<file path="src/rtl/core/uart_frame_seven_segment_scanner_defines.svh">
// Assertion macros shared by the scanner RTL files.
`ifndef UART_FRAME_SEVEN_SEGMENT_SCANNER_DEFINES_SVH
`define UART_FRAME_SEVEN_SEGMENT_SCANNER_DEFINES_SVH

`ifndef ASSERT_OFF
// Checked on every rising edge of i_clk once reset has been released.
`define UFSS_ASSERT(label, prop, msg) \
    label: assert property (@(posedge i_clk) disable iff (!i_rst_n) (prop)) else $error(msg);
// Checked on every rising edge of i_clk, reset included.
`define UFSS_ASSERT_ALWAYS(label, prop, msg) \
    label: assert property (@(posedge i_clk) (prop)) else $error(msg);
`else
`define UFSS_ASSERT(label, prop, msg)
`define UFSS_ASSERT_ALWAYS(label, prop, msg)
`endif

`endif

</file>
<file path="src/rtl/core/ufss_pkg.sv">
// Package with the types, constants and look-up functions of the display scanner.
`timescale 1ns / 1ps

package ufss_pkg;

    localparam int unsigned BYTE_W        = 8;
    localparam int unsigned WORD_W        = 2 * BYTE_W;
    localparam int unsigned QUEUE_DEPTH   = 2;

    localparam logic [BYTE_W-1:0] FRAME_HEADER_RST = 8'hAA;
    localparam logic [BYTE_W-1:0] DIGIT_BASE       = 8'h30;
    localparam logic [BYTE_W-1:0] SEG_BLANK        = 8'hFF;

    // Segment table indices of the two fixed symbols.
    localparam logic [4:0] SEG_IDX_DEGREE = 5'd10;
    localparam logic [4:0] SEG_IDX_LETTER_C = 5'd11;

    // Command codes of an input transaction.
    localparam logic CMD_RX_BYTE = 1'b0;
    localparam logic CMD_TICK    = 1'b1;

    typedef enum logic [1:0] {
        POS_TENS     = 2'd0,
        POS_ONES     = 2'd1,
        POS_DEGREE   = 2'd2,
        POS_LETTER_C = 2'd3
    } t_scan_pos;

    typedef struct packed {
        logic              command;
        logic [BYTE_W-1:0] rx_byte;
    } t_in_item;

    typedef struct packed {
        logic serial_bit;
        logic latch_now;
    } t_out_item;

    // One shift word: segment byte goes out first, then the position select byte.
    typedef struct packed {
        logic [BYTE_W-1:0] segments;
        logic [BYTE_W-1:0] select;
    } t_seg_word;

    typedef struct packed {
        logic      valid;
        t_seg_word word;
    } t_push;

    // Active-low segment patterns; anything beyond the letter C is blank.
    function automatic logic [BYTE_W-1:0] seg_lookup(input logic [4:0] idx);
        logic [BYTE_W-1:0] seg;
        unique case (idx)
            5'd0:             seg = 8'hC0;
            5'd1:             seg = 8'hF9;
            5'd2:             seg = 8'hA4;
            5'd3:             seg = 8'hB0;
            5'd4:             seg = 8'h99;
            5'd5:             seg = 8'h92;
            5'd6:             seg = 8'h82;
            5'd7:             seg = 8'hF8;
            5'd8:             seg = 8'h80;
            5'd9:             seg = 8'h90;
            SEG_IDX_DEGREE:   seg = 8'h9C;
            SEG_IDX_LETTER_C: seg = 8'hC6;
            default:          seg = SEG_BLANK;
        endcase
        return seg;
    endfunction

    // Active-low digit select for each display position.
    function automatic logic [BYTE_W-1:0] pos_select(input t_scan_pos pos);
        logic [BYTE_W-1:0] sel;
        unique case (pos)
            POS_TENS:     sel = 8'hF7;
            POS_ONES:     sel = 8'hFB;
            POS_DEGREE:   sel = 8'hFD;
            POS_LETTER_C: sel = 8'hFE;
            default:      sel = 8'hFF;
        endcase
        return sel;
    endfunction

endpackage

</file>
<file path="src/rtl/core/uart_frame_seven_segment_scanner.sv">
// Top level of the serial-frame fed, multiplexed seven-segment display scanner.
`timescale 1ns / 1ps

// Channel   Direction  Handshake            Payload
// input     in         i_valid / o_stall    i_data  (command, rx_byte)
// output    out        o_valid / i_stall    o_data  (serial_bit, latch_now)
// config    in         i_cfg_wr_en          i_cfg_wr_data (frame header)
//
// A received-byte transaction produces no output. A refresh tick produces 16 output
// transactions, one per cycle while i_stall is low, from the shift register in the back
// end; back-to-back ticks stream out with no gap between their words.
// Reset is synchronous and active low; it clears the frame state, the shown value,
// the scan position and the queue, and sets the frame header to 0xAA. No clearing pass.
// The input is stalled only while the word queue is full; the output side may stall
// at any time and simply holds the current bit.

module uart_frame_seven_segment_scanner #(
    parameter int unsigned QUEUE_DEPTH = ufss_pkg::QUEUE_DEPTH
) (
    input  logic                i_clk,
    input  logic                i_rst_n,
    input  logic                i_valid,
    output logic                o_stall,
    input  ufss_pkg::t_in_item  i_data,
    output logic                o_valid,
    input  logic                i_stall,
    output ufss_pkg::t_out_item o_data,
    input  logic                i_cfg_wr_en,
    input  logic [7:0]          i_cfg_wr_data
);
    import ufss_pkg::*;

    t_push     push;
    logic      q_full;
    logic      q_not_empty;
    logic      q_pop;
    t_seg_word q_word;

    // The front end handles frames in arrival order, so a tick always sees the value
    // left by every byte accepted before it, and it pushes a finished 16-bit word.
    ufss_front u_front (
        .i_clk         (i_clk),
        .i_rst_n       (i_rst_n),
        .i_valid       (i_valid),
        .o_stall       (o_stall),
        .i_data        (i_data),
        .i_cfg_wr_en   (i_cfg_wr_en),
        .i_cfg_wr_data (i_cfg_wr_data),
        .i_q_full      (q_full),
        .o_push        (push)
    );

    // The queue lets the front end keep taking bytes and ticks while the shifter is busy.
    ufss_queue #(
        .DEPTH (QUEUE_DEPTH)
    ) u_queue (
        .i_clk       (i_clk),
        .i_rst_n     (i_rst_n),
        .i_push      (push),
        .i_pop       (q_pop),
        .o_full      (q_full),
        .o_not_empty (q_not_empty),
        .o_word      (q_word)
    );

    // The back end drives each word out MSB first: segment byte, then select byte.
    ufss_back u_back (
        .i_clk         (i_clk),
        .i_rst_n       (i_rst_n),
        .i_q_not_empty (q_not_empty),
        .i_q_word      (q_word),
        .o_pop         (q_pop),
        .o_valid       (o_valid),
        .i_stall       (i_stall),
        .o_data        (o_data)
    );

endmodule

</file>
<file path="src/rtl/core/ufss_front.sv">
// Front end: takes input transactions, assembles frames and builds shift words for ticks.
`timescale 1ns / 1ps

module ufss_front (
    input  logic              i_clk,
    input  logic              i_rst_n,
    input  logic              i_valid,
    output logic              o_stall,
    input  ufss_pkg::t_in_item i_data,
    input  logic              i_cfg_wr_en,
    input  logic [7:0]        i_cfg_wr_data,
    input  logic              i_q_full,
    output ufss_pkg::t_push   o_push
);
    import ufss_pkg::*;

    logic [BYTE_W-1:0] r_frame_header;
    logic [1:0]        r_byte_count;
    logic [BYTE_W-1:0] r_frame_bytes [2];
    logic [BYTE_W-1:0] r_shown_value;
    t_scan_pos         r_scan_pos;

    logic              accept;
    logic [BYTE_W-1:0] tens_byte;
    logic [BYTE_W-1:0] ones_byte;
    logic [BYTE_W-1:0] n_shown_value;
    logic [15:0]       recip_prod;
    logic [4:0]        tens_digit;
    logic [BYTE_W-1:0] tens_times_ten;
    logic [BYTE_W-1:0] ones_full;
    logic [4:0]        seg_idx;

    assign o_stall = i_q_full;
    assign accept  = i_valid && !o_stall;

    // Value carried by a complete frame, wrapping modulo 256.
    always_comb begin
        tens_byte     = r_frame_bytes[1] - DIGIT_BASE;
        ones_byte     = i_data.rx_byte - DIGIT_BASE;
        n_shown_value = {tens_byte[4:0], 3'b000} + {tens_byte[6:0], 1'b0} + ones_byte;
    end

    // Split the shown value into decimal digits: value * 205 >> 11 is exact below 1029.
    always_comb begin
        recip_prod     = 16'(r_shown_value) * 16'd205;
        tens_digit     = recip_prod[15:11];
        tens_times_ten = {tens_digit, 3'b000} + {2'b00, tens_digit, 1'b0};
        ones_full      = r_shown_value - tens_times_ten;
    end

    always_comb begin
        unique case (r_scan_pos)
            POS_TENS:     seg_idx = tens_digit;
            POS_ONES:     seg_idx = {1'b0, ones_full[3:0]};
            POS_DEGREE:   seg_idx = SEG_IDX_DEGREE;
            POS_LETTER_C: seg_idx = SEG_IDX_LETTER_C;
            default:      seg_idx = SEG_IDX_DEGREE;
        endcase
        o_push.valid         = accept && (i_data.command == CMD_TICK);
        o_push.word.segments = seg_lookup(seg_idx);
        o_push.word.select   = pos_select(r_scan_pos);
    end

    always_ff @(posedge i_clk) begin
        if (!i_rst_n) begin
            r_frame_header <= FRAME_HEADER_RST;
            r_byte_count   <= 2'd0;
            r_shown_value  <= '0;
            r_scan_pos     <= POS_TENS;
        end else begin
            if (i_cfg_wr_en) begin
                r_frame_header <= i_cfg_wr_data;
            end
            if (accept) begin
                if (i_data.command == CMD_TICK) begin
                    r_scan_pos <= t_scan_pos'(2'(r_scan_pos) + 2'd1);
                end else if (r_byte_count < 2'd2) begin
                    r_byte_count <= r_byte_count + 2'd1;
                end else begin
                    if (r_frame_bytes[0] == r_frame_header) begin
                        r_shown_value <= n_shown_value;
                    end
                    r_byte_count <= 2'd0;
                end
            end
        end
    end

    // Frame bytes are always written before they are read, so they need no reset.
    always_ff @(posedge i_clk) begin
        if (accept && (i_data.command == CMD_RX_BYTE) && (r_byte_count < 2'd2)) begin
            r_frame_bytes[r_byte_count[0]] <= i_data.rx_byte;
        end
    end

endmodule

</file>
<file path="src/rtl/core/ufss_queue.sv">
// Small first-in first-out queue of shift words between front end and shifter.
`timescale 1ns / 1ps
`include "uart_frame_seven_segment_scanner_defines.svh"

module ufss_queue #(
    parameter int unsigned DEPTH = ufss_pkg::QUEUE_DEPTH
) (
    input  logic                i_clk,
    input  logic                i_rst_n,
    input  ufss_pkg::t_push     i_push,
    input  logic                i_pop,
    output logic                o_full,
    output logic                o_not_empty,
    output ufss_pkg::t_seg_word o_word
);
    import ufss_pkg::*;

    // DEPTH must be a power of two of at least two, so the pointers wrap on their own; the block does not check it.
    localparam int unsigned PTR_W = $clog2(DEPTH);
    localparam int unsigned CNT_W = $clog2(DEPTH + 1);

    t_seg_word        r_mem [DEPTH];
    logic [PTR_W-1:0] r_wr_ptr;
    logic [PTR_W-1:0] r_rd_ptr;
    logic [CNT_W-1:0] r_count;

    assign o_full      = (r_count == CNT_W'(DEPTH));
    assign o_not_empty = (r_count != '0);
    assign o_word      = r_mem[r_rd_ptr];

    always_ff @(posedge i_clk) begin
        if (!i_rst_n) begin
            r_wr_ptr <= '0;
            r_rd_ptr <= '0;
            r_count  <= '0;
        end else begin
            if (i_push.valid) begin
                r_wr_ptr <= r_wr_ptr + PTR_W'(1);
            end
            if (i_pop) begin
                r_rd_ptr <= r_rd_ptr + PTR_W'(1);
            end
            if (i_push.valid && !i_pop) begin
                r_count <= r_count + CNT_W'(1);
            end else if (!i_push.valid && i_pop) begin
                r_count <= r_count - CNT_W'(1);
            end
        end
    end

    always_ff @(posedge i_clk) begin
        if (i_push.valid) begin
            r_mem[r_wr_ptr] <= i_push.word;
        end
    end

    `UFSS_ASSERT(a_no_push_when_full, (r_count == CNT_W'(DEPTH)) |-> !i_push.valid, "overrun")
    `UFSS_ASSERT(a_no_pop_when_empty, (r_count == '0) |-> !i_pop, "queue underrun")
    `UFSS_ASSERT_ALWAYS(a_count_ok, !i_rst_n || (r_count <= CNT_W'(DEPTH)), "bad count")

endmodule

</file>
<file path="src/rtl/core/ufss_back.sv">
// Back end: shifts each queued word out one bit per transaction, latch mark on the last.
`timescale 1ns / 1ps
`include "uart_frame_seven_segment_scanner_defines.svh"

module ufss_back (
    input  logic                i_clk,
    input  logic                i_rst_n,
    input  logic                i_q_not_empty,
    input  ufss_pkg::t_seg_word i_q_word,
    output logic                o_pop,
    output logic                o_valid,
    input  logic                i_stall,
    output ufss_pkg::t_out_item o_data
);
    import ufss_pkg::*;

    localparam int unsigned BIT_CNT_W = $clog2(WORD_W);

    logic [WORD_W-1:0]    r_word;
    logic [BIT_CNT_W-1:0] r_bit_cnt;
    logic                 r_busy;

    logic take_out;
    logic last_bit;

    assign take_out = r_busy && !i_stall;
    assign last_bit = (r_bit_cnt == BIT_CNT_W'(WORD_W - 1));
    // A new word loads while idle, or straight after the last bit of the current one leaves.
    assign o_pop    = i_q_not_empty && (!r_busy || (take_out && last_bit));

    assign o_valid           = r_busy;
    assign o_data.serial_bit = r_word[WORD_W-1];
    assign o_data.latch_now  = last_bit;

    always_ff @(posedge i_clk) begin
        if (!i_rst_n) begin
            r_busy    <= 1'b0;
            r_bit_cnt <= '0;
        end else if (o_pop) begin
            r_busy    <= 1'b1;
            r_bit_cnt <= '0;
        end else if (take_out) begin
            if (last_bit) begin
                r_busy <= 1'b0;
            end
            r_bit_cnt <= r_bit_cnt + BIT_CNT_W'(1);
        end
    end

    always_ff @(posedge i_clk) begin
        if (o_pop) begin
            r_word <= i_q_word;
        end else if (take_out) begin
            r_word <= {r_word[WORD_W-2:0], 1'b0};
        end
    end

    `UFSS_ASSERT(a_idle_end, take_out && last_bit && !i_q_not_empty |=> !o_valid, "shifter busy")

endmodule

</file>
<file path="config.mk">
export PLATFORM = sky130hd
export DESIGN_NAME = uart_frame_seven_segment_scanner
export DESIGN_NICKNAME = d
export VERILOG_FILES = /design/src/rtl/core/ufss_pkg.sv /design/src/rtl/core/uart_frame_seven_segment_scanner.sv /design/src/rtl/core/ufss_front.sv /design/src/rtl/core/ufss_queue.sv /design/src/rtl/core/ufss_back.sv
export VERILOG_INCLUDE_DIRS = /design/src /design/src/rtl/core
export SDC_FILE = /design/constraint.sdc
export NUM_CORES = 1
export LEC_CHECK = 0
export BUFFER_PORTS_ARGS = -buffer_cell sky130_fd_sc_hd__clkbuf_2
export CAP_MARGIN = 20
export CORE_MARGIN = 2
export CORE_UTILIZATION = 27
export CTS_CLUSTER_SIZE = 14
export DETAILED_ROUTE_END_ITERATION = 8
export PLACE_DENSITY_LB_ADDON = 0.08
export SLEW_MARGIN = 30
export SYNTH_ARGS = -nofsm -noshare
export SYNTH_HDL_FRONTEND = slang
export SYNTH_SLANG_ARGS = --single-unit
</file>
<file path="constraint.sdc">
create_clock -name i_clk -period 5.13 [get_ports i_clk]
set_input_delay 0 -clock i_clk [delete_from_list [all_inputs] [get_ports i_clk]]
set_output_delay 0 -clock i_clk [all_outputs]
set_load 0.02 [all_outputs]
</file>
* Word-level counts from Yosys, hierarchy flattened
Memories as Yosys holds them, arrays and structs flattened. A register that Yosys moved wholly into a read port is not among the register bits.
Cells that the tools add are included.
** Word-level totals
- Memory bits (writable) :: 48
- ROM bits :: 112
- Input bits :: 22
- Word-level logic and storage cells :: 79
- Memories kept :: 3
- Output and inout bits :: 4
- Flip-flop bits (word level) :: 45
** Memories
- (no name shown) :: words 16, bits a word 7, rd ports 1, clocked after Yosys merged registers in 0, wr ports 0, RTL line ufss_pkg.sv:53 : unique case (idx)
- u_queue.r_mem :: words 2, bits a word 16, rd ports 1, clocked after Yosys merged registers in 1, wr ports 1, RTL line ufss_queue.sv:22 : t_seg_word r_mem [DEPTH];
- u_front.r_frame_bytes :: words 2, bits a word 8, rd ports 2, clocked after Yosys merged registers in 0, wr ports 1, RTL line ufss_front.sv:19 : logic [BYTE_W-1:0] r_frame_bytes [2];
** Operators by class
- Muxes and demuxes :: 17
- Magnitude comparators :: 1
- Eq/ne operators :: 6
- Reductions and logical operators :: 25
- Multiply operators :: 1
- $add $sub $neg :: 13
- Bitwise logic cells :: 3
** Operators by type and width (number)
- two-way mux 16 bit :: 2
- one-hot mux 8 bit (4 select lines) :: 1
- one-hot mux 5 bit (4 select lines) :: 1
- adder 8 bit :: 2
- multiplier 8 x 8 -> 16 bit, second input constant :: 1
- logical AND 1 bit :: 9
- two-way mux 1 bit :: 9
- == test 8 bit :: 1
- two-way mux 8 bit :: 1
- nonzero test 2 bit :: 4
- subtractor 8 x 6 -> 8 bit, second input constant :: 1
- subtractor 7 x 6 -> 7 bit, second input constant :: 1
- adder 2 x 1 -> 2 bit, second input constant :: 3
- == test 2 bit, second input constant :: 3
- two-way mux 2 bit :: 3
- AND reduction 2 bit :: 3
- zero test 1 bit :: 5
- adder 4 x 1 -> 4 bit, second input constant :: 1
- adder 4 bit :: 1
- == test 4 bit, second input constant :: 1
- AND reduction 4 bit :: 1
- subtractor 4 bit :: 1
- inverter 1 bit :: 3
- adder 1 bit, second input constant :: 2
- 6 further kinds :: 6

* Logic depth before layout (Yosys ltp)
- Depth after elaboration :: 8
- Gate-level depth with buffers :: 23
- Mapped depth without buffers :: 23

* Modules after synthesis
A second synthesis with hierarchy kept.
** Second synthesis, totals
- Cells, all modules :: 467
- Area total of the unflattened synthesis :: 5703.0 µm²
** Modules (own cells, without submodules)
- ufss_front :: seq. area each 850.8 µm², times used 1, area each 3389.5 µm², cells each 332
- ufss_queue :: seq. area each 1061.0 µm², times used 1, area each 1375.1 µm², cells each 72
- ufss_back :: seq. area each 580.6 µm², times used 1, area each 938.4 µm², cells each 63

* Least setup slack after synthesis
Ideal clock, no wire load.
- Path type :: flip-flop to flip-flop
- Start point :: register u_front.r_shown_value[5]
- End point :: memory u_queue.r_mem[0][11] in the netlist's numbering (data pin)
- Buffers on the path :: 0
- Setup slack :: -145 ps
- Data arrival time :: 5012 ps
- Cell stages (with the launch flop) :: 22
- Required time :: 4867 ps
- Setup time :: 263 ps
- Cell sequence :: dfxtp_1 > ha_1 > fa_1 > fa_1 > inv_1 > fa_1 > inv_1 > ha_1 > and2_4 > a221oi_2 > a2bb2oi_2 > nand2_1 > a21oi_1 > ha_1 > nand2_1 > o22a_1 > o21ai_1 > a311oi_2 > a31oi_1 > a41oi_2 > nand2_4 > o31a_1
** RTL lines
- start: declaration :: RTL line ufss_front.sv:20 : logic [BYTE_W-1:0] r_shown_value;
- start signal: assignment :: RTL line ufss_front.sv:81 : r_shown_value <= n_shown_value;
- end: declaration :: RTL line ufss_queue.sv:22

==> results.ini <==
[finish]
fin_cells=809
diodes=0
final_nets=652
nFillCells=1884
drive_gt1_share_pct=26.6
syn_to_final_growth_pct=27.9

[global_route]
overflow=0
grt_pass1_vias=3475
grt_usage_pct=10.6
grt_max_degree=30
grt_pass1_wl_mm=17.1
antenna_found_initial=0

[routing]
dr.first_iter.drc_count=83
vias_per_cell=4.24
drtAntennaViolNets=0
drt-wirelength-per-cell_um=12.6
wl_mm=10.2
drc=0
dr.pass1.iters=4
via_count=3434

[setup_path]
r2r_slack_ns=0.10
cp-end-kind=flip-flop
worstSetupPathType=flip-flop to flip-flop
path_max_fanout=5
r2r_start=u_front.r_shown_value[6]
required_ns=5.20
cp.arrival_ns=5.10
reg2reg_depth=21
cp-start-kind=flip-flop
crit_start=u_front.r_shown_value[6]
r2r-end=u_queue.r_mem[0][11]
crit_path_end=u_queue.r_mem[0][11]

[floorplanning]
start_util_pct=27.7
fp.dieH_um=143
dieArea_mm2=0.0204
die_width_um=143
io_pins=26
floorplan.rows=50
core_area_mm2=0.0188

[timing]
slew-limit-headroom_pct=47.2
tightest_slew_ns=0.791
finalCritPeriodShare_pct=98.0
rsz0062_at_grt=yes
setup_tns_ns=0
whs_ns=0.0454
fin_crit_ns=5.03
finalMaxSlewViolations=0
clock_skew_ns=0.00651
finalSetupViolations=0
finalHoldViolations=0
max_freq_ghz=0.199

[synthesis]
yosysMostFrequentCell=ha_1
synthXorXnorAreaFrac_pct=5.21
synth_nets=568
yosys.area.top_type=edfxtp_1
ys_warn_count=0
synth_edf_count=53
synthTopCellsByCount=ha_1 (70), edfxtp_1 (53), inv_1 (48), dfxtp_1 (30)
synth_cells=460
synthDistinctLibCells=58
synthTopCellsByArea=edfxtp_1 (31%), ha_1 (17%), dfxtp_1 (12%)
synthFlopType=edfxtp_1
muxShareOfSynthArea_pct=5.59
yosys.area_share.simple_pct=10.6
synth_compound_area_share_pct=8.90
seq_area_frac_synth_pct=42.0
synth.avg_cell_area_um2=11.3
ys_seq_elements=83
synth_top_family_by_area=adder cells
syn_area_mm2=0.00522
yosys.area.top_type_share_pct=30.5
synth-adder-area-share_pct=22.9
ys_async_sr_fraction_pct=0

[clocking]
cts_inserted_buffers=9
clock-sinks=83
cts-htree-levels=3
cts_root_buf=clkbuf_16
clk_latency_ns=0.33
clockBufferDepth=2
cts_tree=built
cts.clk_slew.worst_paths_ns=0.06

[power]
vdd_ir_drop_max_v=0.000164
leakagePower_nw=2.89
p_per_area_mw_per_mm2=302

[place]
post-dp-hpwl_mm=7.79
io_buffer_count=25
dp.cells=765
gp_congestion=0.769

[flow_run]
max-cap-violations=0

[outcome]
status=finished, final reports clean

[worst_hold_path]
timing.hold.worst.class=input pin to flip-flop

-- state kept, by name (all words and copies together), names as in the netlist, named ones only --
| name | count |
|---|---|
| u_back.o_valid | 1 |
| u_back.r_bit_cnt | 4 |
| u_back.r_word | 16 |
| u_front.r_byte_count | 2 |
| u_front.r_frame_bytes | 15 |
| u_front.r_frame_header | 8 |
| u_front.r_scan_pos | 2 |
| u_front.r_shown_value | 8 |
| u_queue.r_count | 2 |
| u_queue.r_mem | 22 |
| u_queue.r_rd_ptr | 1 |
| u_queue.r_wr_ptr | 1 |
-- cell usage in the layout, fill, tap and decap left out, types with 4 or more instances in the layout --
cell,count
a21oi_1,12
a31oi_1,4
and2_1,5
buf_4,43
clkbuf_16,10
clkbuf_2,25
dfxtp_1,23
dfxtp_4,5
dlygate4sd3_1,16
edfxtp_1,53
fa_1,15
ha_1,59
ha_4,11
inv_1,39
inv_2,9
mux2i_1,28
nand2_1,26
nand2b_1,8
nand3_1,5
nor2_1,17
nor2b_1,13
o21ai_0,14
xnor2_1,22
xor2_1,9
-- critical path, cell delays in order, from the launching register on --
cell	delay, ns
dfxtp_4	0.37
ha_4	0.25
fa_1	0.49
fa_1	0.51
inv_2	0.04
fa_2	0.53
inv_2	0.05
ha_4	0.16
a221oi_4	0.27
a2bb2oi_2	0.21
nand2_2	0.09
a21oi_4	0.15
ha_4	0.24
nand2_4	0.06
o22a_1	0.15
o21ai_2	0.05
a311oi_2	0.24
a31oi_1	0.14
a41oi_2	0.22
buf_6	0.16
nand2_4	0.06
o31a_1	0.34
-- layout make-up --
| cell class | instances | area, µm² | share of cell area, % |
|---|---|---|---|
| sequential | 83 | 2210 | 33.2 |
| timing repair buffer | 86 | 631 | 9.45 |
| inverter | 48 | 180 | 2.70 |
| clock inverter | 6 | 38.8 | 0.581 |
| multi-input combinational | 316 | 3030 | 45.5 |
| clock buffer | 10 | 250 | 3.75 |
| tap | 260 | 325 | 4.88 |
-- routing by layer --
layer / GRT usage (%) / share of wire (%) / vias to the layer above
met5: 0 / 0 / -
met4: 3.91 / 1.2 / 0
met3: 1.71 / 1.7 / 7
met2: 17.1 / 47 / 22
met1: 14.3 / 50 / 1636
li1: - / - / 1769
-- repair_timing --
action                                  4_1_cts  5_1_grt
endpoints found under the setup margin       14       14
resized for setup                            25       22
buffers inserted                              8        4
pin swaps                                    22       21
gates cloned                                  1        0
hold buffers                                 16        0
endpoints found under the hold margin        23        0
-- through the flow --
stage | instance area, µm² | total power [W] | utilization [%] | setup slack (ns)
after CTS | 6520 | 0.00205 | 34.6 | -0.0114
after detailed placement | 5920 | 0.00141 | 31.4 | -0.186
after global placement | 5910 | 0.00140 | 31.4 | -0.109
final | 6670 | 0.00201 | 35.4 | 0.103
after global routing | 6670 | 0.00216 | 35.4 | -0.0705
after floorplan | 5270 | 0.00129 | - | 0.0319
-- kinds of logic after synthesis --
| family | after synthesis |
|---|---|
| AO/OA/AOI/OAI | 66 |
| adder cells (fa/ha/maj) | 86 |
| XOR/XNOR | 31 |
| AND/OR/NAND/NOR | 104 |
| multiplexers | 29 |
| buffers and inverters | 61 |
| flip-flops | 83 |
-- power breakdown --
part / switching [W] / leakage, nW / total [W] / internal [W]
registers: 0.0000610 / 0.733 / 0.000943 / 0.000882
clock network: 0.000257 / 0.139 / 0.000612 / 0.000355
logic: 0.000263 / 2.02 / 0.000458 / 0.000195
-- worst min path at each step --
stage | startpoint | endpoint | depth (start not counted)
after floorplan | i_data[0] | u_front.r_frame_bytes[0][0] | 0
after global placement | i_data[7] | u_front.r_frame_bytes[0][7] | 1
after detailed placement | i_data[7] | u_front.r_frame_bytes[0][7] | 1
after CTS | i_stall | u_back.o_valid | 3
after global routing | i_stall | u_back.r_bit_cnt[1] | 4
final | i_stall | u_back.o_valid | 3
(Power assumes the default switching activity.)
